<file path="src/pit_pkg.sv">
// ----------------------------------------------------------------------------
// pit_pkg
// Shared constants for the point-in-triangle test pipeline.
// ----------------------------------------------------------------------------
package pit_pkg;

    // Default geometry of the coordinate and weight formats.
    localparam int COORD_BITS_DEF       = 24;
    localparam int COORD_FRAC_BITS_DEF  = 12;
    localparam int WEIGHT_FRAC_BITS_DEF = 16;

    // Slice width of one partial product in the pipelined multiplier.
    localparam int MUL_CHUNK = 13;

    // Plane tolerance register format (unsigned Q0.24).
    localparam int TOL_BITS      = 24;
    localparam int TOL_FRAC_BITS = 24;

    // Configuration register file.
    localparam int CFG_IDX_BITS  = 1;
    localparam int CFG_DATA_BITS = 24;

    localparam logic [CFG_IDX_BITS-1:0] CFG_PLANE_TOL = 1'b0;
    localparam logic [CFG_IDX_BITS-1:0] CFG_AXIS_MAP  = 1'b1;

    localparam logic [TOL_BITS-1:0]      PLANE_TOL_RESET = 24'd1678;
    localparam logic [CFG_DATA_BITS-1:0] AXIS_MAP_RESET  = 24'h412896;

endpackage

</file>
<file path="src/pit_div.sv">
// ----------------------------------------------------------------------------
// pit_div
// Pipelined restoring divider, one quotient bit per stage.
// ----------------------------------------------------------------------------
module pit_div
    import pit_pkg::*;
#(
    parameter int WN = 51,
    parameter int QB = 17
)
(
    input  logic          clk,
    input  logic          en,
    input  logic [WN-1:0] num,
    input  logic [WN-1:0] den,
    output logic [QB-1:0] quo
);

    logic [WN-1:0] r_reg [QB];
    logic [WN-1:0] d_reg [QB];
    logic [QB-1:0] q_reg [QB];

    generate
        for (genvar j = 0; j < QB; j++)
        begin : g_stage
            logic [WN-1:0] r_in;
            logic [WN-1:0] d_in;
            logic [QB-1:0] q_in;
            logic          ge;

            // The first stage decides the integer bit without doubling.
            if (j == 0)
            begin : g_first
                assign r_in = num;
                assign d_in = den;
                assign q_in = '0;
            end
            else
            begin : g_rest
                assign r_in = {r_reg[j-1][WN-2:0], 1'b0};
                assign d_in = d_reg[j-1];
                assign q_in = q_reg[j-1];
            end

            assign ge = (r_in >= d_in);

            always_ff @(posedge clk)
            begin
                if (en)
                begin
                    r_reg[j] <= ge ? (r_in - d_in) : r_in;
                    d_reg[j] <= d_in;
                    q_reg[j] <= {q_in[QB-2:0], ge};
                end
            end
        end
    endgenerate

    assign quo = q_reg[QB-1];

endmodule

</file>
<file path="config.mk">
export PLATFORM = sky130hd
export DESIGN_NAME = pit_div
export DESIGN_NICKNAME = d
export VERILOG_FILES = /design/src/pit_pkg.sv /design/src/pit_div.sv
export SDC_FILE = /design/constraint.sdc
export NUM_CORES = 2
export LEC_CHECK = 0
export BUFFER_PORTS_ARGS = -buffer_cell sky130_fd_sc_hd__clkbuf_2
export CAP_MARGIN = 25
export CORE_MARGIN = 2
export CORE_UTILIZATION = 40
export CTS_CLUSTER_SIZE = 20
export DETAILED_ROUTE_END_ITERATION = 10
export GPL_TIMING_DRIVEN = 0
export SYNTH_ARGS = -nofsm -noshare
export SYNTH_HDL_FRONTEND = slang
export SYNTH_SLANG_ARGS = --single-unit
</file>
<file path="constraint.sdc">
create_clock -name clk -period 4.8 [get_ports clk]
set_clock_uncertainty 0.2 [all_clocks]
set_input_delay 0.96 -clock clk [delete_from_list [all_inputs] [get_ports clk]]
set_output_delay 0.96 -clock clk [all_outputs]
set_load 0.02 [all_outputs]
</file>
==> results.sh <==
export IMPL_status="complete, no violations"
export IMPL_track_usage_pct=24.70
export IMPL_tightest_slew_ns=1.115
export IMPL_die_area_mm2=0.2851
export IMPL_min_to="d_reg[0][19]"
export IMPL_syn_num_nets=12070
export IMPL_holdWs_ns=0.08290
export IMPL_fp_row_count=194
export IMPL_synthArstFlopShare_pct=0
export IMPL_cp_top_family="compound AO/OA/AOI/OAI gates"
export IMPL_final_nets=12490
export IMPL_grt_pass1_vias=89300
export IMPL_slew_violations=0
export IMPL_cp_depth=14
export IMPL_numClockSinks=1769
export IMPL_grt_ovfl_total=0
export IMPL_cts_buffer_depth=4
export IMPL_max_freq_mhz=210.1
export IMPL_antenna_found_initial=13
export IMPL_synth_compound_area_share_pct=18.10
export IMPL_dp_hpwl_mm=291.7
export IMPL_period_needed_ns=4.759
export IMPL_cts_root_buf="clkbuf_16"
export IMPL_grt_pass1_wl_mm=533.7
export IMPL_yosys_area_share_simple_pct=10.72
export IMPL_ir_drop_uv=353.0
export IMPL_numCtsBuffers=215
export IMPL_largest_reg_flops=816
export IMPL_ys_flop_type="edfxtp_1"
export IMPL_regToRegSetupSlack_ns=0.04
export IMPL_grt_max_degree=134
export IMPL_r2r_cells=14
export IMPL_firstDrtPassIters=6
export IMPL_vias_per_cell=5.452
export IMPL_r2r_start="d_reg[0][361]"
export IMPL_post_route_drc_count=0
export IMPL_maxSlewHeadroom_pct=25.68
export IMPL_drt_iter0_markers=4410
export IMPL_end_kind="flip-flop"
export IMPL_areaGrowthSynthToFinish_pct=12.71
export IMPL_worstHoldStart="den[19]"
export IMPL_cts_max_level=4
export IMPL_critPathLaunchType="flip-flop"
export IMPL_critPathMaxFanout=10
export IMPL_initial_core_util_pct=40.21
export IMPL_setup_viol=0
export IMPL_clkLatencyLatePin_ns=0.90
export IMPL_hold_viol_final=0
export IMPL_path_class="flip-flop to flip-flop"
export IMPL_hp_class="input port to flip-flop"
export IMPL_crit_chain="inv_1 > ha_1 > and4_2 > a21boi_0 > nor2_1 > o32ai_2 > nor3_1 > nor2_2 > buf_4 > o21ai_0 > a31oi_1 > buf_4 > buf_4 > mux2_2"
export IMPL_syn_avg_cell_area_um2=10.14
export IMPL_required_ns=5.22
export IMPL_arrival_ns=5.18
export IMPL_crit_top_cell="buf_4"
export IMPL_portBuffers=120
export IMPL_r2r_end="r_reg[0][429]"
export IMPL_numPlacedInstances=14990
export IMPL_netlist_area_mm2=0.1123
export IMPL_fp_dieW_um=534.0
export IMPL_yosysWarnings=0
export IMPL_synth_top_family_by_area="compound AO/OA/AOI/OAI gates"
export IMPL_syn_inst=11080
export IMPL_crit_path_top_delay_cell="o32ai_2"
export IMPL_synth_xor_xnor_area_share_pct=5.566
export IMPL_ios=121
export IMPL_drive_gt1_share_pct=9.316
export IMPL_leakagePower_nw=52.04
export IMPL_maxCapViolations=0
export IMPL_postRouteAntennaNets=0
export IMPL_cts_tree="built"
export IMPL_wl_per_cell_um=23.23
export IMPL_drt_total_wl_mm=358.4
export IMPL_clk_pin_slew_ns=0.06
export IMPL_critPathBufInv=4
export IMPL_synth_fa_ha_area_share_pct=9.930
export IMPL_synth_edf_count=1769
export IMPL_seq_area_frac_synth_pct=47.28
export IMPL_instances_no_fill=15430
export IMPL_vias=84100
export IMPL_slowest_delay_ns=0.51
export IMPL_power_density_mw_per_mm2=680.7
export IMPL_muxShareOfSynthArea_pct=3.020
export IMPL_final_period_utilization_pct=99.15
export IMPL_hold_depth=1
export IMPL_die_height_um=534.0
export IMPL_ys_types=100
export IMPL_synth_seq_cells=1769
export IMPL_core_mm2=0.2794
export IMPL_gp_congestion=0.9768
-- kinds of logic after synthesis --
family,after synthesis
flip-flops,1769
buffers and inverters,1542
AO/OA/AOI/OAI,3294
adder cells (fa/ha/maj),882
multiplexers,303
AND/OR/NAND/NOR,2579
XOR/XNOR,714
-- what timing repair did --
| item | 4_1_cts | 5_1_grt |
|---|---|---|
| pin swaps | 17 | 5 |
| hold buffers | 10 | 0 |
| setup buffers | 16 | 4 |
| gates resized for setup | 118 | 43 |
| endpoints found under the hold margin | 10 | 0 |
| setup endpoints to repair | 749 | 395 |
-- final cells by class --
type                            count  area (um^2)
Multi-Input combinational cell   7772        53860
Buffer                            422         1938
Clock buffer                      255         5615
Tap cell                         3724         4659
Clock inverter                    135         1401
Fill cell                       26180       152800
Antenna cell                       23        57.56
Timing Repair Buffer              212         1780
Sequential cell                  1769        53120
Inverter                         1114         4192
-- cells in the final DEF (no fill, tap or decap), types with 268 or more instances in the layout --
cell type / count
edfxtp_1: 1769
clkbuf_1: 317
mux2_2: 268
nor2_1: 754
inv_1: 1110
a21oi_1: 1216
ha_1: 866
xor2_1: 293
xnor2_1: 421
nand2_1: 822
o21ai_0: 654
a21o_1: 456
-- power by group --
part | internal (mW) | switching, mW
Clock | 9.71 | 6.64
Combinational | 16.7 | 28.1
Sequential | 22.8 | 2.21
-- metal layers --
metal / vias to the layer above / part of all wire, % / global-route usage, % / wire (um)
met5: - / 0 / 0 / 0
met1: 39660 / 31 / 20.84 / 112300
li1: 41290 / - / - / -
met4: 0 / 11 / 21.26 / 37880
met3: 1057 / 2.7 / 2.479 / 9607
met2: 2091 / 55 / 50.25 / 198600
-- per-stage QoR --
stage,area [um^2],setup slack [ns],power [mW],setup TNS (ns),utilization [%]
after floorplan,112300,0.6648,54.57,0,-
after global placement,117600,-28.55,69.64,-,42.10
after detailed placement,118600,-1.342,69.14,-722.40,42.45
after CTS,126400,0.008362,86.46,0,45.24
after global routing,126600,-0.004190,91.89,-0.004190,45.32
final,126600,0.04060,86.20,0,45.32
-- worst max-delay path by stage --
stage | start | to | slack (ns)
after CTS | r_reg[0][270] | r_reg[0][348] | 0.008
after floorplan | num[0] | r_reg[0][46] | 0.66
after global routing | r_reg[0][325] | r_reg[0][383] | -0.004
final | d_reg[0][361] | r_reg[0][429] | 0.04
after detailed placement | r_reg[0][432] | r_reg[0][503] | -1.34
after global placement | en | d_reg[0][47] | -28.55
-- cells in the mapped netlist, types with 20 or more instances --
| cell | count | share of area, % |
|---|---|---|
| edfxtp_1 | 1769 | 47 |
| a21oi_1 | 1230 | 5.5 |
| inv_1 | 1112 | 3.7 |
| ha_1 | 866 | 9.6 |
| nand2_1 | 822 | 2.7 |
| nor2_1 | 757 | 2.5 |
| o21ai_0 | 664 | 3.0 |
| a21o_1 | 456 | 3.0 |
| xnor2_1 | 421 | 3.3 |
| xor2_1 | 293 | 2.3 |
| clkbuf_1 | 291 | 0.97 |
| mux2_2 | 268 | 2.7 |
| nand4_1 | 229 | 1.3 |
| o21bai_1 | 188 | 1.3 |
| nand3_1 | 145 | 0.65 |
| nor3_1 | 130 | 0.58 |
| and3_1 | 107 | 0.60 |
| a31oi_1 | 102 | 0.57 |
| buf_2 | 94 | 0.42 |
| a211oi_1 | 89 | 0.59 |
| nor2b_1 | 82 | 0.46 |
| o21a_1 | 80 | 0.53 |
| o211ai_1 | 71 | 0.47 |
| nand2b_1 | 65 | 0.36 |
| o31ai_1 | 52 | 0.35 |
| and2_1 | 47 | 0.26 |
| nor4_1 | 41 | 0.23 |
| or3_1 | 32 | 0.18 |
| a21boi_0 | 31 | 0.21 |
| or2_2 | 25 | 0.14 |
| and4_1 | 24 | 0.19 |
| a211o_1 | 22 | 0.17 |
| a221o_1 | 22 | 0.20 |
| a221oi_1 | 21 | 0.16 |
| buf_4 | 21 | 0.14 |
| o221ai_1 | 21 | 0.16 |
| a31o_2 | 20 | 0.16 |
| mux2_1 | 20 | 0.20 |
| o31a_1 | 20 | 0.16 |
(Power assumes the default switching activity.)
