--- config.mk ---
export PLATFORM = sky130hd
export DESIGN_NAME = pit_mul
export DESIGN_NICKNAME = d
export VERILOG_FILES = /design/src/pit_pkg.sv /design/src/pit_mul.sv
export SDC_FILE = /design/constraint.sdc
export NUM_CORES = 2
export LEC_CHECK = 0
export ABC_AREA = 1
export BUFFER_PORTS_ARGS = -buffer_cell sky130_fd_sc_hd__buf_2
export CORE_MARGIN = 10
export CORE_UTILIZATION = 25
export CTS_CLUSTER_DIAMETER = 120
export CTS_CLUSTER_SIZE = 28
export DETAILED_ROUTE_END_ITERATION = 12
export SLEW_MARGIN = 25
export SYNTH_ARGS = -nofsm -noshare
export SYNTH_HDL_FRONTEND = slang
export SYNTH_SLANG_ARGS = --single-unit
--- constraint.sdc ---
create_clock -name clk -period 6.2 [get_ports clk]
set_clock_uncertainty 0.1 [all_clocks]
set_input_delay 0 -clock clk [delete_from_list [all_inputs] [get_ports clk]]
set_output_delay 0 -clock clk [all_outputs]
set_load 0.02 [all_outputs]
--- src/pit_pkg.sv ---
// ----------------------------------------------------------------------------
// pit_pkg
// Shared constants for the point-in-triangle test pipeline.
// ----------------------------------------------------------------------------
package pit_pkg;

    // Default geometry of the coordinate and weight formats.
    localparam int COORD_BITS_DEF       = 24;
    localparam int COORD_FRAC_BITS_DEF  = 12;
    localparam int WEIGHT_FRAC_BITS_DEF = 16;

    // Slice width of one partial product in the pipelined multiplier.
    localparam int MUL_CHUNK = 13;

    // Plane tolerance register format (unsigned Q0.24).
    localparam int TOL_BITS      = 24;
    localparam int TOL_FRAC_BITS = 24;

    // Configuration register file.
    localparam int CFG_IDX_BITS  = 1;
    localparam int CFG_DATA_BITS = 24;

    localparam logic [CFG_IDX_BITS-1:0] CFG_PLANE_TOL = 1'b0;
    localparam logic [CFG_IDX_BITS-1:0] CFG_AXIS_MAP  = 1'b1;

    localparam logic [TOL_BITS-1:0]      PLANE_TOL_RESET = 24'd1678;
    localparam logic [CFG_DATA_BITS-1:0] AXIS_MAP_RESET  = 24'h412896;

endpackage

--- src/pit_mul.sv ---
// ----------------------------------------------------------------------------
// pit_mul
// Pipelined signed multiplier, one slice of operand b per stage.
// ----------------------------------------------------------------------------
module pit_mul
    import pit_pkg::*;
#(
    parameter int WA = 25,
    parameter int WB = 25
)
(
    input  logic                    clk,
    input  logic                    en,
    input  logic signed [WA-1:0]    a,
    input  logic signed [WB-1:0]    b,
    output logic signed [WA+WB-1:0] p
);

    localparam int NS   = (WB + MUL_CHUNK - 1) / MUL_CHUNK;
    localparam int WBX  = NS * MUL_CHUNK;
    localparam int WP   = WA + WB;
    localparam int WPP  = WA + MUL_CHUNK + 1;
    localparam int WACC = (WP > WPP) ? WP : WPP;

    logic signed [WA-1:0]   a_reg   [NS];
    logic signed [WBX-1:0]  b_reg   [NS];
    logic signed [WACC-1:0] acc_reg [NS];
    logic signed [WBX-1:0]  b_ext;

    assign b_ext = WBX'(b);

    generate
        for (genvar j = 0; j < NS; j++)
        begin : g_stage
            logic signed [WA-1:0]      a_in;
            logic signed [WBX-1:0]     b_in;
            logic signed [WACC-1:0]    acc_in;
            logic [MUL_CHUNK-1:0]      slice;
            logic signed [MUL_CHUNK:0] slice_s;
            logic signed [WPP-1:0]     pp;
            logic signed [WACC-1:0]    acc_next;

            if (j == 0)
            begin : g_first
                assign a_in   = a;
                assign b_in   = b_ext;
                assign acc_in = '0;
            end
            else
            begin : g_rest
                assign a_in   = a_reg[j-1];
                assign b_in   = b_reg[j-1];
                assign acc_in = acc_reg[j-1];
            end

            // Only the top slice carries the sign of b.
            assign slice   = b_in[j*MUL_CHUNK +: MUL_CHUNK];
            assign slice_s = (j == NS - 1) ? {slice[MUL_CHUNK-1], slice} : {1'b0, slice};

            always_comb
            begin
                pp       = a_in * slice_s;
                acc_next = acc_in + (WACC'(pp) <<< (j * MUL_CHUNK));
            end

            always_ff @(posedge clk)
            begin
                if (en)
                begin
                    a_reg[j]   <= a_in;
                    b_reg[j]   <= b_in;
                    acc_reg[j] <= acc_next;
                end
            end
        end
    endgenerate

    assign p = acc_reg[NS-1][WP-1:0];

endmodule

==> run summary <==
STA
--------------------------------------------------------------------------------------------------------
Share of the clock period used by the worst path after layout .............................         109%
Number of setup violations in the final report ............................................           25
RSZ-0062 raised after global routing ......................................................          yes
Worst slew margin relative to its limit ...................................................        20.4%
Worst slew pin tran .......................................................................      1.19 ns
Number of endpoints with negative hold slack in the final report ..........................            0
Final count of pins violating max slew ....................................................            0
Timing-limited maximum frequency ..........................................................      148 MHz
Final Critical Period .....................................................................      6.74 ns
Post-layout worst setup margin ............................................................    -0.541 ns

SYNTHESIS
--------------------------------------------------------------------------------------------------------
Top post-synthesis cells by area .......................................................... fa_1, nand2_1, inv_1, edfxtp_1, ha_1
Yosys warns ...............................................................................            0
Cell variety after synth ..................................................................           43
Share of flip-flops with an asynchronous set or reset after synthesis .....................           0%
Post-synth top area share .................................................................        38.3%
Largest area contributor in the synthesized netlist .......................................         fa_1
Number of enable-type register cells in the synthesized netlist ...........................          126
Sequential fraction of the synthesis area .................................................        12.2%
Seq cells post-synth ......................................................................          126
Cell types with the highest counts after synthesis ........................................ nand2_1, inv_1, fa_1
Post-synthesis cell count .................................................................         3899
Nets in the synthesized netlist ...........................................................         4763
Cell area after synthesis .................................................................   0.0309 mm2
Top-count cell post-synth .................................................................      nand2_1
Most common flop cell mapped by yosys .....................................................     edfxtp_1
Post-synthesis area per instance ..........................................................     7.93 um2

WORST SETUP PATH
--------------------------------------------------------------------------------------------------------
Data required time of the worst path ......................................................      6.36 ns
Critical path capture point type ..........................................................     register
Most frequent cell on the critical path ...................................................         fa_1
Reg-to-Reg End ............................................................................ acc_reg[0][97]$_DFFE_PP_
Setup slack on the worst flop-to-flop path ................................................     -0.54 ns
Classification of the worst setup path ....................................................      reg2reg
Worst reg2reg startpoint .................................................................. a_reg[0][0]$_DFFE_PP_
Largest stage delay on the critical path ..................................................      0.59 ns
CP Data Arrival Time ......................................................................      6.90 ns
Cell depth of the worst flop-to-flop path .................................................           25
Worst Setup Start Kind ....................................................................     register
Crit path max-delay cell type .............................................................         fa_2
Maximum fanout encountered on the critical timing path ....................................            4

CLOCK NETWORK
--------------------------------------------------------------------------------------------------------
Sink Count ................................................................................          126
Post-CTS clock slew at the launch and capture registers of the worst setup and hold paths .      0.08 ns
Root buf cell .............................................................................    clkbuf_16
TritonCTS clock tree ......................................................................         done
Maximum buffer depth of the clock tree ....................................................            2
Inserted Clock Buffers ....................................................................           17
Clk_lat worst skew ........................................................................      0.50 ns
H-tree levels .............................................................................            4

GLOBAL ROUTE
--------------------------------------------------------------------------------------------------------
Wire length of the first global-routing pass ..............................................       154 mm
Remaining global-route overflow ...........................................................            0
Largest net degree at the start of global routing .........................................           65
Overall global routing resource usage .....................................................        14.3%
Vias in the first global route ............................................................        27265
Number of antenna violations at the first check in global routing .........................            3

HOLD PATH
--------------------------------------------------------------------------------------------------------
Kind of path behind the tightest hold check ...............................................       in2reg
Count of cells along the worst hold path ..................................................            2
HP Start ..................................................................................         a[8]
Worst hold endpoint ....................................................................... a_reg[0][8]$_DFFE_PP_

PLACED DESIGN
--------------------------------------------------------------------------------------------------------
Worst setup timing slack at the placement stage ...........................................    -0.865 ns
Half-perimeter wire length after detailed placement .......................................      81.6 mm
Number of port buffers ....................................................................          101
Final estimated routing congestion in global placement ....................................        0.914

DRT
--------------------------------------------------------------------------------------------------------
Average routed wire per standard cell .....................................................      16.8 um
Avg Vias per Cell .........................................................................         4.34
Final ANT Viol Nets .......................................................................            0
DR iter-0 viols ...........................................................................         1562
Total iterations of the first detailed-routing run ........................................            6
Total via count after detailed routing ....................................................        25748
Detailed-route wire length ................................................................      99.6 mm
Remaining DRCs ............................................................................            0

FLOORPLAN
--------------------------------------------------------------------------------------------------------
DIE HEIGHT ................................................................................       372 um
CORE AREA .................................................................................    0.122 mm2
Total die area ............................................................................    0.138 mm2
Io pins ...................................................................................          102
Cell Rows .................................................................................          128
DIE WIDTH .................................................................................       372 um
Initial standard-cell utilization of the core .............................................        25.3%

STATUS
--------------------------------------------------------------------------------------------------------
Result of the run ......................................................................... finished with violations
Violations in the final reports ........................................................... negative setup slack

FINAL LAYOUT
--------------------------------------------------------------------------------------------------------
Fraction of layout instances using a drive strength above 1 ...............................        22.6%
P&R area growth vs syn ....................................................................        28.0%
Final-stage net count .....................................................................         5155
Max FFs per register ......................................................................           89
Number of fill cells in the layout ........................................................        12823

JOB
--------------------------------------------------------------------------------------------------------
Count of maximum capacitance violations ...................................................            0

==> layer usage <==
layer / track usage (%) / part of all wire (%) / vias up
li1: - / - / 12112
met1: 19.2 / 45 / 12809
met2: 24.2 / 48 / 704
met3: 1.56 / 4.8 / 123
met4: 3.71 / 2.3 / 0
met5: 0 / 0 / -
==> layout by cell type (no fill, tap or decap), drive strengths merged, types with 3 or more instances in the layout <==
master          n
a21boi          7
a21o           12
a21oi         116
buf           518
clkbuf         20
clkinv          4
dlygate4sd3    31
edfxtp        126
fa            592
ha            220
inv          1032
nand2        1070
nand3         100
nand3b          7
nand4          23
nor2          212
nor3           20
nor3b           3
nor4            3
o211ai          5
o21a            4
o21ai          59
o21bai         23
or2            12
xnor2          14
xor2           66
==> stage by stage <==
stage	instances	area, um2	utilization (%)	hold WS (ns)	setup TNS (ns)
2_1_floorplan	3899	31000	-	-0.00113	-0.0999
3_3_place_gp	5787	35400	28.9	0.101	-14.96
3_5_place_dp	5787	35400	28.9	0.101	-15.16
4_1_cts	5880	37900	31.0	0.0131	-7.80
5_1_grt	5929	39600	32.3	0.0347	-14.34
6_report	5930	39600	32.4	0.0512	-9.08
==> critical path: cells and delay by family, from the launching register on <==
| family | cells | cell delay (ns) |
|---|---|---|
| xor gates and xnor gates | 1 | 0.14 |
| buffers and inverters | 3 | 0.33 |
| adders and majority gates | 8 | 3.67 |
| AOI/OAI and AO/OA | 6 | 0.94 |
| and+or+nand+nor | 7 | 0.79 |
| DFF | 1 | 0.52 |
==> how the worst max path moves through the flow <==
stage	cells after the start	slack [ns]	to	start
4_1_cts	28	-0.54	acc_reg[0][98]$_DFFE_PP_	b_reg[0][20]$_DFFE_PP_
5_1_grt	29	-0.78	acc_reg[0][98]$_DFFE_PP_	b_reg[0][20]$_DFFE_PP_
6_report	25	-0.54	acc_reg[0][97]$_DFFE_PP_	a_reg[0][0]$_DFFE_PP_
3_5_place_dp	31	-0.87	acc_reg[0][98]$_DFFE_PP_	a_reg[0][17]$_DFFE_PP_
3_3_place_gp	30	-0.78	acc_reg[0][99]$_DFFE_PP_	b_reg[0][20]$_DFFE_PP_
2_1_floorplan	27	-0.03	acc_reg[0][89]$_DFFE_PP_	b_reg[0][14]$_DFFE_PP_
==> timing repair <==
item                                    CTS  global route
gates resized for setup                 266           269
hold buffers                             31             0
gates cloned                              1             3
endpoints found under the setup margin   27            27
setup buffers                            31            47
pin swaps                                35           176
hold endpoints to repair                 92             0
==> kinds of logic (layout without fill, tap and decap cells) <==
| kind of cell | Yosys count | after routing | share of synthesized area, % |
|---|---|---|---|
| AOI/OAI and AO/OA | 229 | 229 | 4.23 |
| xor gates and xnor gates | 80 | 80 | 2.27 |
| adders and majority gates | 812 | 812 | 47.2 |
| buffers and inverters | 1200 | 1605 | 15.2 |
| DFF | 126 | 126 | 12.2 |
| other | 0 | 1 | 0 |
| and+or+nand+nor | 1452 | 1452 | 18.8 |
==> layout make-up <==
cell class                 instances  area [um2]  area share (%)
inverter                        1021        3830            9.69
tap                             1625        2030            5.14
multi-input combinational       2573       24900            62.8
antenna                            1        2.50         0.00632
clock inverter                    15         176           0.446
clock buffer                      17         425            1.07
timing repair buffer             552        4480            11.3
sequential                       126        3780            9.56
Power is left out: the tool's default activity adds up to more than one toggle a clock period on the data nets, which glitch-free logic cannot reach.
